--- config.mk ---
export PLATFORM = sky130hd
export DESIGN_NAME = sha1_hash_engine_flat
export DESIGN_NICKNAME = d
export VERILOG_FILES = /design/src/hw/rtl/sha1_pkg.sv /design/src/hw/rtl/sha1_in_if.sv /design/src/hw/rtl/sha1_out_if.sv /design/src/hw/rtl/sha1_compress.sv /design/src/hw/rtl/sha1_hash_engine.sv /design/src/flat_wrapper.sv
export SDC_FILE = /design/constraint.sdc
export NUM_CORES = 2
export LEC_CHECK = 0
export ABC_AREA = 1
export BUFFER_PORTS_ARGS = -buffer_cell sky130_fd_sc_hd__buf_2
export CAP_MARGIN = 20
export CORE_AREA = 2 2 557 282
export CTS_CLUSTER_DIAMETER = 80
export CTS_CLUSTER_SIZE = 40
export DETAILED_ROUTE_END_ITERATION = 12
export DIE_AREA = 0 0 559 284
export SLEW_MARGIN = 10
export SYNTH_ARGS = -nofsm -noshare
export SYNTH_HDL_FRONTEND = slang
export SYNTH_SLANG_ARGS = --single-unit
--- constraint.sdc ---
create_clock -name clk -period 61.1 [get_ports clk]
set_clock_uncertainty 0.2 [all_clocks]
set_input_delay 6.11 -clock clk [delete_from_list [all_inputs] [get_ports clk]]
set_output_delay 6.11 -clock clk [all_outputs]
set_load 0.005 [all_outputs]
--- src/hw/rtl/sha1_pkg.sv ---
`timescale 1ns / 1ps
// ----------------------------------------------------------------------------
// sha1_pkg
// Shared types, constants and codes for the SHA-1 hash engine.
// ----------------------------------------------------------------------------
package sha1_pkg;

  typedef logic [31:0] word_t;
  typedef word_t [4:0] hash_t;

  // command from the sequencer to the compression unit
  typedef struct packed {
    logic  start;
    logic  push;
    word_t word;
  } ctrl_t;

  // status back from the compression unit
  typedef struct packed {
    logic busy;
    logic done;
  } stat_t;

  typedef enum logic [1:0] {
    ST_IDLE,
    ST_PAD,
    ST_HASH,
    ST_EMIT
  } state_t;

  localparam logic ACT_ABSORB = 1'b0;
  localparam logic ACT_FINISH = 1'b1;

  localparam word_t K_R0 = 32'h5A827999;
  localparam word_t K_R1 = 32'h6ED9EBA1;
  localparam word_t K_R2 = 32'h8F1BBCDC;
  localparam word_t K_R3 = 32'hCA62C1D6;

  localparam hash_t H_INIT = '{
    0: 32'h67452301,
    1: 32'hEFCDAB89,
    2: 32'h98BADCFE,
    3: 32'h10325476,
    4: 32'hC3D2E1F0
  };

  localparam logic [6:0] ROUND_R1   = 7'd20;
  localparam logic [6:0] ROUND_R2   = 7'd40;
  localparam logic [6:0] ROUND_R3   = 7'd60;
  localparam logic [6:0] ROUND_LAST = 7'd79;

  localparam logic [7:0] PAD_BYTE = 8'h80;
  localparam logic [5:0] LEN_POS  = 6'd56;   // bit 448 of the block
  localparam logic [5:0] LAST_POS = 6'd63;   // bit 504 starts the last byte
  localparam logic [2:0] LAST_IDX = 3'd4;

endpackage

--- src/hw/rtl/sha1_in_if.sv ---
`timescale 1ns / 1ps
// ----------------------------------------------------------------------------
// sha1_in_if
// Message input channel: one byte or a finish request per transaction.
// ----------------------------------------------------------------------------
interface sha1_in_if;
  logic       valid;
  logic       ready;
  logic       action;
  logic [7:0] data_byte;

  modport source (output valid, output action, output data_byte, input ready);
  modport sink (input valid, input action, input data_byte, output ready);
endinterface

--- src/hw/rtl/sha1_out_if.sv ---
`timescale 1ns / 1ps
// ----------------------------------------------------------------------------
// sha1_out_if
// Digest output channel: one 32-bit digest word per transaction.
// ----------------------------------------------------------------------------
interface sha1_out_if;
  logic        valid;
  logic        ready;
  logic [31:0] digest_word;
  logic [2:0]  word_index;
  logic        last_word;

  modport source (output valid, output digest_word, output word_index,
                  output last_word, input ready);
  modport sink (input valid, input digest_word, input word_index,
                input last_word, output ready);
endinterface

--- src/hw/rtl/sha1_compress.sv ---
`timescale 1ns / 1ps
// ----------------------------------------------------------------------------
// sha1_compress
// Message schedule shift line and one shared round unit, 80 rounds per block.
// ----------------------------------------------------------------------------
module sha1_compress (
  input  logic             clk,
  input  logic             rst,
  input  sha1_pkg::ctrl_t  ctrl,
  input  sha1_pkg::hash_t  hash_in,
  output sha1_pkg::stat_t  stat,
  output sha1_pkg::hash_t  hash_sum
);
  import sha1_pkg::*;

  word_t      win [16];
  hash_t      v;
  logic [6:0] rnd;
  logic       busy;
  logic       done;

  word_t w_mix;
  word_t w_new;
  word_t f;
  word_t k;
  word_t t;

  always_comb begin
    w_mix = win[13] ^ win[8] ^ win[2] ^ win[0];
    w_new = {w_mix[30:0], w_mix[31]};
    priority if (rnd < ROUND_R1) begin
      f = (v[1] & v[2]) | (~v[1] & v[3]);
      k = K_R0;
    end else if (rnd < ROUND_R2) begin
      f = v[1] ^ v[2] ^ v[3];
      k = K_R1;
    end else if (rnd < ROUND_R3) begin
      f = (v[1] & v[2]) | (v[1] & v[3]) | (v[2] & v[3]);
      k = K_R2;
    end else begin
      f = v[1] ^ v[2] ^ v[3];
      k = K_R3;
    end
    t = {v[0][26:0], v[0][31:27]} + f + v[4] + win[0] + k;
  end

  always_comb begin
    for (int i = 0; i < 5; i++) begin
      hash_sum[i] = hash_in[i] + v[i];
    end
  end

  assign stat.busy = busy;
  assign stat.done = done;

  always_ff @(posedge clk) begin
    if (rst) begin
      busy <= 1'b0;
      done <= 1'b0;
      rnd  <= '0;
    end else begin
      done <= 1'b0;
      if (ctrl.start) begin
        busy <= 1'b1;
        rnd  <= '0;
      end else if (busy) begin
        rnd <= rnd + 7'd1;
        if (rnd == ROUND_LAST) begin
          busy <= 1'b0;
          done <= 1'b1;
        end
      end
    end
  end

  // working variables and schedule window
  always_ff @(posedge clk) begin
    if (ctrl.start) begin
      v <= hash_in;
    end else if (busy) begin
      v[4] <= v[3];
      v[3] <= v[2];
      v[2] <= {v[1][1:0], v[1][31:2]};
      v[1] <= v[0];
      v[0] <= t;
    end
    if (busy || ctrl.push) begin
      for (int i = 0; i < 15; i++) begin
        win[i] <= win[i + 1];
      end
      win[15] <= busy ? w_new : ctrl.word;
    end
  end

endmodule

--- src/hw/rtl/sha1_hash_engine.sv ---
`timescale 1ns / 1ps
// ----------------------------------------------------------------------------
// sha1_hash_engine
// SHA-1 digest of a byte stream, one byte per transaction.
// ----------------------------------------------------------------------------
// Usage:
//   msg channel: action absorb carries one message byte, action finish
//   closes the message. digest channel: five transactions per finish, the
//   digest words in order from most significant, last_word on the fifth.
// Timing:
//   the absorbed byte that fills a 64-byte block also starts the
//   compression, and msg.ready stays low while the round unit runs its
//   80 rounds, one per cycle, and the chaining values are updated.
//   a finish runs the padding through the same byte path, one byte per
//   cycle (9 to 72 bytes), with one or two compressions, then presents
//   the digest words one per cycle while digest.ready is high.
// Reset:
//   rst clears the sequencer, loads the initial chaining values and
//   zeroes the byte count. A stalled digest word simply holds; no new
//   message byte is taken until the fifth word is delivered.
// ----------------------------------------------------------------------------
module sha1_hash_engine (
  input  logic        clk,
  input  logic        rst,
  sha1_in_if.sink     msg,
  sha1_out_if.source  digest
);
  import sha1_pkg::*;

  state_t      state;
  state_t      state_next;
  hash_t       hash;
  hash_t       hash_sum;
  logic [60:0] byte_count;
  logic [60:0] len_count;
  logic [23:0] acc;
  logic        padding;
  logic        pad_first;
  logic        len_phase;
  logic [2:0]  idx;

  ctrl_t       cmp_ctrl;
  stat_t       cmp_stat;

  logic [5:0]  pos;
  logic        msg_take;
  logic        push;
  logic        is_len;
  logic [7:0]  push_byte;
  logic [63:0] len_shift;

  sha1_compress u_compress (
    .clk      (clk),
    .rst      (rst),
    .ctrl     (cmp_ctrl),
    .hash_in  (hash),
    .stat     (cmp_stat),
    .hash_sum (hash_sum)
  );

  always_comb begin
    pos       = byte_count[5:0];
    msg_take  = msg.valid && msg.ready;
    is_len    = !pad_first && (len_phase || pos == LEN_POS);
    len_shift = {len_count, 3'b000} << {pos[2:0], 3'b000};
    push      = (msg_take && msg.action == ACT_ABSORB) || state == ST_PAD;
    if (state != ST_PAD) begin
      push_byte = msg.data_byte;
    end else if (pad_first) begin
      push_byte = PAD_BYTE;
    end else if (is_len) begin
      push_byte = len_shift[63:56];
    end else begin
      push_byte = 8'h00;
    end
    cmp_ctrl.push  = push && pos[1:0] == 2'b11;
    cmp_ctrl.start = push && pos == LAST_POS;
    cmp_ctrl.word  = {acc, push_byte};
  end

  // next state
  always_comb begin
    state_next = state;
    unique case (state)
      ST_IDLE: begin
        if (msg_take && msg.action == ACT_FINISH) begin
          state_next = ST_PAD;
        end else if (cmp_ctrl.start) begin
          state_next = ST_HASH;
        end
      end
      ST_PAD: begin
        if (cmp_ctrl.start) begin
          state_next = ST_HASH;
        end
      end
      ST_HASH: begin
        if (cmp_stat.done) begin
          if (!padding) begin
            state_next = ST_IDLE;
          end else if (len_phase) begin
            state_next = ST_EMIT;
          end else begin
            state_next = ST_PAD;
          end
        end
      end
      ST_EMIT: begin
        if (digest.ready && idx == LAST_IDX) begin
          state_next = ST_IDLE;
        end
      end
      default: state_next = ST_IDLE;
    endcase
  end

  // outputs
  always_comb begin
    msg.ready          = state == ST_IDLE;
    digest.valid       = state == ST_EMIT;
    digest.digest_word = hash[idx];
    digest.word_index  = idx;
    digest.last_word   = idx == LAST_IDX;
  end

  always_ff @(posedge clk) begin
    if (rst) begin
      state      <= ST_IDLE;
      hash       <= H_INIT;
      byte_count <= '0;
      padding    <= 1'b0;
      pad_first  <= 1'b0;
      len_phase  <= 1'b0;
      idx        <= '0;
    end else begin
      state <= state_next;
      if (push) begin
        byte_count <= byte_count + 61'd1;
      end
      if (msg_take && msg.action == ACT_FINISH) begin
        padding   <= 1'b1;
        pad_first <= 1'b1;
      end
      if (state == ST_PAD) begin
        pad_first <= 1'b0;
        if (is_len) begin
          len_phase <= 1'b1;
        end
      end
      if (state == ST_HASH && cmp_stat.done) begin
        hash <= hash_sum;
      end
      if (digest.valid && digest.ready) begin
        if (idx == LAST_IDX) begin
          idx        <= '0;
          hash       <= H_INIT;
          byte_count <= '0;
          padding    <= 1'b0;
          len_phase  <= 1'b0;
        end else begin
          idx <= idx + 3'd1;
        end
      end
    end
  end

  // byte packing and message length
  always_ff @(posedge clk) begin
    if (push) begin
      acc <= {acc[15:0], push_byte};
    end
    if (msg_take && msg.action == ACT_FINISH) begin
      len_count <= byte_count;
    end
  end

`ifndef ASSERT_OFF
  a_ready_idle : assert property (@(posedge clk) disable iff (rst)
    msg.ready |-> !cmp_stat.busy)
    else $error("message taken while compression runs");

  a_done_hash : assert property (@(posedge clk) disable iff (rst)
    cmp_stat.done |-> state == ST_HASH)
    else $error("compression finished outside hash state");

  a_start_pos : assert property (@(posedge clk) disable iff (rst)
    cmp_ctrl.start |=> cmp_stat.busy && byte_count[5:0] == 6'd0)
    else $error("compression started off a block boundary");

  a_last_clear : assert property (@(posedge clk) disable iff (rst)
    (digest.valid && digest.ready && digest.last_word)
      |=> state == ST_IDLE && byte_count == '0 && hash == H_INIT)
    else $error("state not restored after last digest word");
`endif

endmodule

--- src/flat_wrapper.sv ---
// flat-port wrapper written by rule: the top's interface ports become plain ports
module sha1_hash_engine_flat import sha1_pkg::*;
  (clk, rst, msg_valid, msg_action, msg_data_byte, msg_ready, digest_valid, digest_digest_word, digest_word_index, digest_last_word, digest_ready);
  sha1_in_if msg_i ();
  sha1_out_if digest_i ();
  input  logic clk;
  input  logic rst;
  input wire logic [$bits(msg_i.valid)-1:0] msg_valid;
  input wire logic [$bits(msg_i.action)-1:0] msg_action;
  input wire logic [$bits(msg_i.data_byte)-1:0] msg_data_byte;
  output wire logic [$bits(msg_i.ready)-1:0] msg_ready;
  output wire logic [$bits(digest_i.valid)-1:0] digest_valid;
  output wire logic [$bits(digest_i.digest_word)-1:0] digest_digest_word;
  output wire logic [$bits(digest_i.word_index)-1:0] digest_word_index;
  output wire logic [$bits(digest_i.last_word)-1:0] digest_last_word;
  input wire logic [$bits(digest_i.ready)-1:0] digest_ready;
  assign msg_i.valid = msg_valid;
  assign msg_i.action = msg_action;
  assign msg_i.data_byte = msg_data_byte;
  assign msg_ready = msg_i.ready;
  assign digest_valid = digest_i.valid;
  assign digest_digest_word = digest_i.digest_word;
  assign digest_word_index = digest_i.word_index;
  assign digest_last_word = digest_i.last_word;
  assign digest_i.ready = digest_ready;
  sha1_hash_engine u_core (.clk(clk), .rst(rst), .msg(msg_i), .digest(digest_i));
endmodule
==> impl_metrics.csv <==
group,metric,value,unit
worst_setup_path,required,61.19,ns
logic_synthesis,synth.distinct_cells,51,
power,p_int,0.8769,mW
placement,gp_congestion,1.127,
drt,drt_iter0_markers,7089,
global_routing,grt_max_degree,199,
logic_synthesis,yosys.area.top_type,"edfxtp_1",
timing,final-setup-viol-count,0,
logic_synthesis,synthArstFlopShare,0,%
power,p_leak,22.90,nW
global_routing,overflow,0,
die,core,153800,µm²
placement,post-place-cells,7945,
cts,post_cts.resized_instances,0,
drt,firstDrtPassIters,7,
cts,cts_hold_buf,0,
die,initial_core_util,34.88,%
logic_synthesis,ys_top_cells_by_area,"edfxtp_1 42%, nand2_1 8.9%, dfxtp_1 8.9%",
drt,wl_per_cell,25.69,µm
cells_and_area,drive_gt1_share,3.941,%
drt,drc,0,
timing,finalHoldViolations,0,
timing,slew-limit-headroom,6.169,%
logic_synthesis,synth_cells,5929,
worst_setup_path,cp_max_fo,198,
timing,tns,0,ns
worst_setup_path,endpoint_kind,"register",
logic_synthesis,ys.flop_type,"edfxtp_1",
cts,clk_path_buf_depth,3,
cts,clkLatencyLatePin,0.71,ns
logic_synthesis,synth.most_common_cell,"nand2_1",
die,die-width,559,µm
logic_synthesis,yosys_register_bits,995,
timing,min_period,10.71,ns
cts,numCtsBuffers,39,
run_status,outcome,"finished, final reports clean",
worst_setup_path,worstPathArrival,10.80,ns
worst_setup_path,startpoint_type,"input port",
timing,clock.fmax,0.09337,GHz
drt,vias,43875,
cts,htree_levels,2,
die,die_area,158800,µm²
placement,io_buffers,50,
drt,final_antenna_net_count,0,
cells_and_area,nets,6246,
cts,clock-sinks,995,
power,power.share.clock,32.8,%
worst_setup_path,worstSetupPathType,"input port to register",
cells_and_area,area_growth,7.431,%
drt,wirelength,206100,µm
global_routing,antenna_found_initial,7,
global_routing,grt_pass1_wl,287000,µm
die,io_pins,51,
global_routing,track_usage,25.18,%
power,combPwrFrac,3.0,%
cells_and_area,fin_util,37.47,%
drt,viasPerCell,5.469,
cts,cts_root_buf,"clkbuf_16",
power,p_seq_share,64.2,%
logic_synthesis,synth-edff-count,757,
global_routing,grt_pass1_vias,37996,
logic_synthesis,seq_area_frac_synth,51.26,%
die,die-height,284,µm
power,worst_ir_drop_vdd,0.02573,mV
cts,cts.clk_slew.worst_paths,0.13,ns
worst_setup_path,critPathMaxStageDelay,0.85,ns
worst_setup_path,crit_path_cell_trace,"buf_2 -> inv_1 -> nand3_2 -> nand2_2 -> buf_4 -> inv_2 -> o21ai_4 -> buf_12 -> buf_12 -> buf_4 -> buf_4",
timing,grt_setup_unrepaired,"false",
worst_setup_path,crit_top_cell,"buf_4",
die,rows,102,
logic_synthesis,synth_common_cells,"1,277 x nand2_1, 798 x inv_1, 757 x edfxtp_1",
power,p_sw,0.2764,mW
logic_synthesis,syn-num-nets,6264,
cells_and_area,fin_cells,8022,
power,p_per_area,20.01,nW/µm²
cts,cts_tree,"built",
flow_run,cap_violations,0,
placement,dp_hpwl,162500,µm
timing,post-route-period-util,17.53,%
logic_synthesis,postSynthAreaPerCell,9.048,µm²
logic_synthesis,ys_warn_count,0,
timing,slew_violations,0,
logic_synthesis,netlist_area,53640,µm²
timing,hold_ws,0.2119,ns
power,finalPower,1.153,mW
timing,tightest_slew,1.393,ns
logic_synthesis,synth_top_area_share,42.38,%
worst_hold_path,hold_path_class,"register to register",
power,sw_frac_of_total,23.97,%
cts,postCtsSetupBuffers,0,
worst_setup_path,crit_slowest_cell,"buf_4",
-- cell usage in the layout, fill, tap and decap left out, types with 28 or more instances in the layout --
master | Yosys | routed
a211oi_1 | 35 | 35
a21oi_1 | 437 | 437
buf_2 | 33 | 52
buf_4 | 8 | 36
clkbuf_16 | 0 | 39
dfxtp_1 | 238 | 237
edfxtp_1 | 757 | 757
fa_1 | 125 | 125
ha_1 | 197 | 197
inv_1 | 798 | 795
nand2_1 | 1277 | 1275
nand3_1 | 324 | 323
nand4_1 | 68 | 68
nor2_1 | 535 | 534
nor3_1 | 66 | 66
o211ai_1 | 50 | 50
o21ai_0 | 459 | 458
o21bai_1 | 28 | 28
or2_2 | 33 | 33
xnor2_1 | 123 | 123
xor2_1 | 41 | 41
-- metal layers --
metal	global-route usage, %	wire, µm
met5	1.429	841
met4	2.233	1627
met3	16.01	39120
met2	24.90	61280
met1	41.96	103200
-- layout make-up --
cell class / count / area, µm²
well taps: 2080 / 2603
repair buffers: 93 / 596.8
flip-flops and latches: 995 / 27500
clock buffers: 47 / 1017
fillers: 15497 / 96160
diodes: 4 / 10.01
multi-input cells: 3976 / 22510
clock inverters: 21 / 356.6
inverters: 806 / 3033
-- sequential cells by signal, indices dropped and copies added (netlist names), 2 cells and up --
register / count
u_core.acc: 24
u_core.byte_count: 61
u_core.digest.word_index: 3
u_core.hash: 160
u_core.len_count: 61
u_core.state: 2
u_core.u_compress.rnd: 7
u_core.u_compress.v: 160
u_core.u_compress.win: 512
-- final timing paths --
kind / end / startpoint / slack (ns) / cells past startpoint
max: u_core.u_compress.win[0][87] / msg_action / 50.39 / 11
min: u_core.u_compress.win[0][201] / u_core.u_compress.win[0][233] / 0.21 / 0
max reg2reg: u_core.u_compress.v[25] / u_core.u_compress.rnd[5] / 52.78 / 24
min reg2reg: u_core.u_compress.win[0][201] / u_core.u_compress.win[0][233] / 0.21 / 0
-- logic make-up (layout without fill, tap and decap cells) --
family	count (synthesis)	count (layout)	share of synthesized area (%)
muxes	2	2	0.03732
AOI/OAI and AO/OA	1121	1121	11.51
DFF	995	995	51.26
buffers and inverters	958	967	6.850
xor gates and xnor gates	164	164	2.678
adders and majority gates	322	322	9.260
other	0	4	0
and+or+nand+nor	2367	2367	18.41
-- power groups by stage --
stage	Combinational (mW)	Clock (mW)	Sequential [mW]
2_1_floorplan	0.0221	0	0.760
3_3_place_gp	0.0341	0	0.754
3_5_place_dp	0.0345	0	0.755
4_1_cts	0.0345	0.387	0.740
5_1_grt	0.0383	0.406	0.741
6_report	0.0350	0.378	0.740
-- critical path, delay by kind of cell --
family / cells / cell delay [ns]
buf+inv: 8 / 3.69
simple gates: 2 / 0.14
compound gates: 1 / 0.21
-- per-stage QoR --
stage | cell area [µm²] | setup WS (ns)
after global routing | 57620 | 50.07
after global placement | 56200 | 49.89
after detailed placement | 56210 | 49.78
final | 57630 | 50.39
after CTS | 57580 | 50.51
after floorplan | 53640 | 16.63
Note: power is estimated with default switching activity, not from simulation.
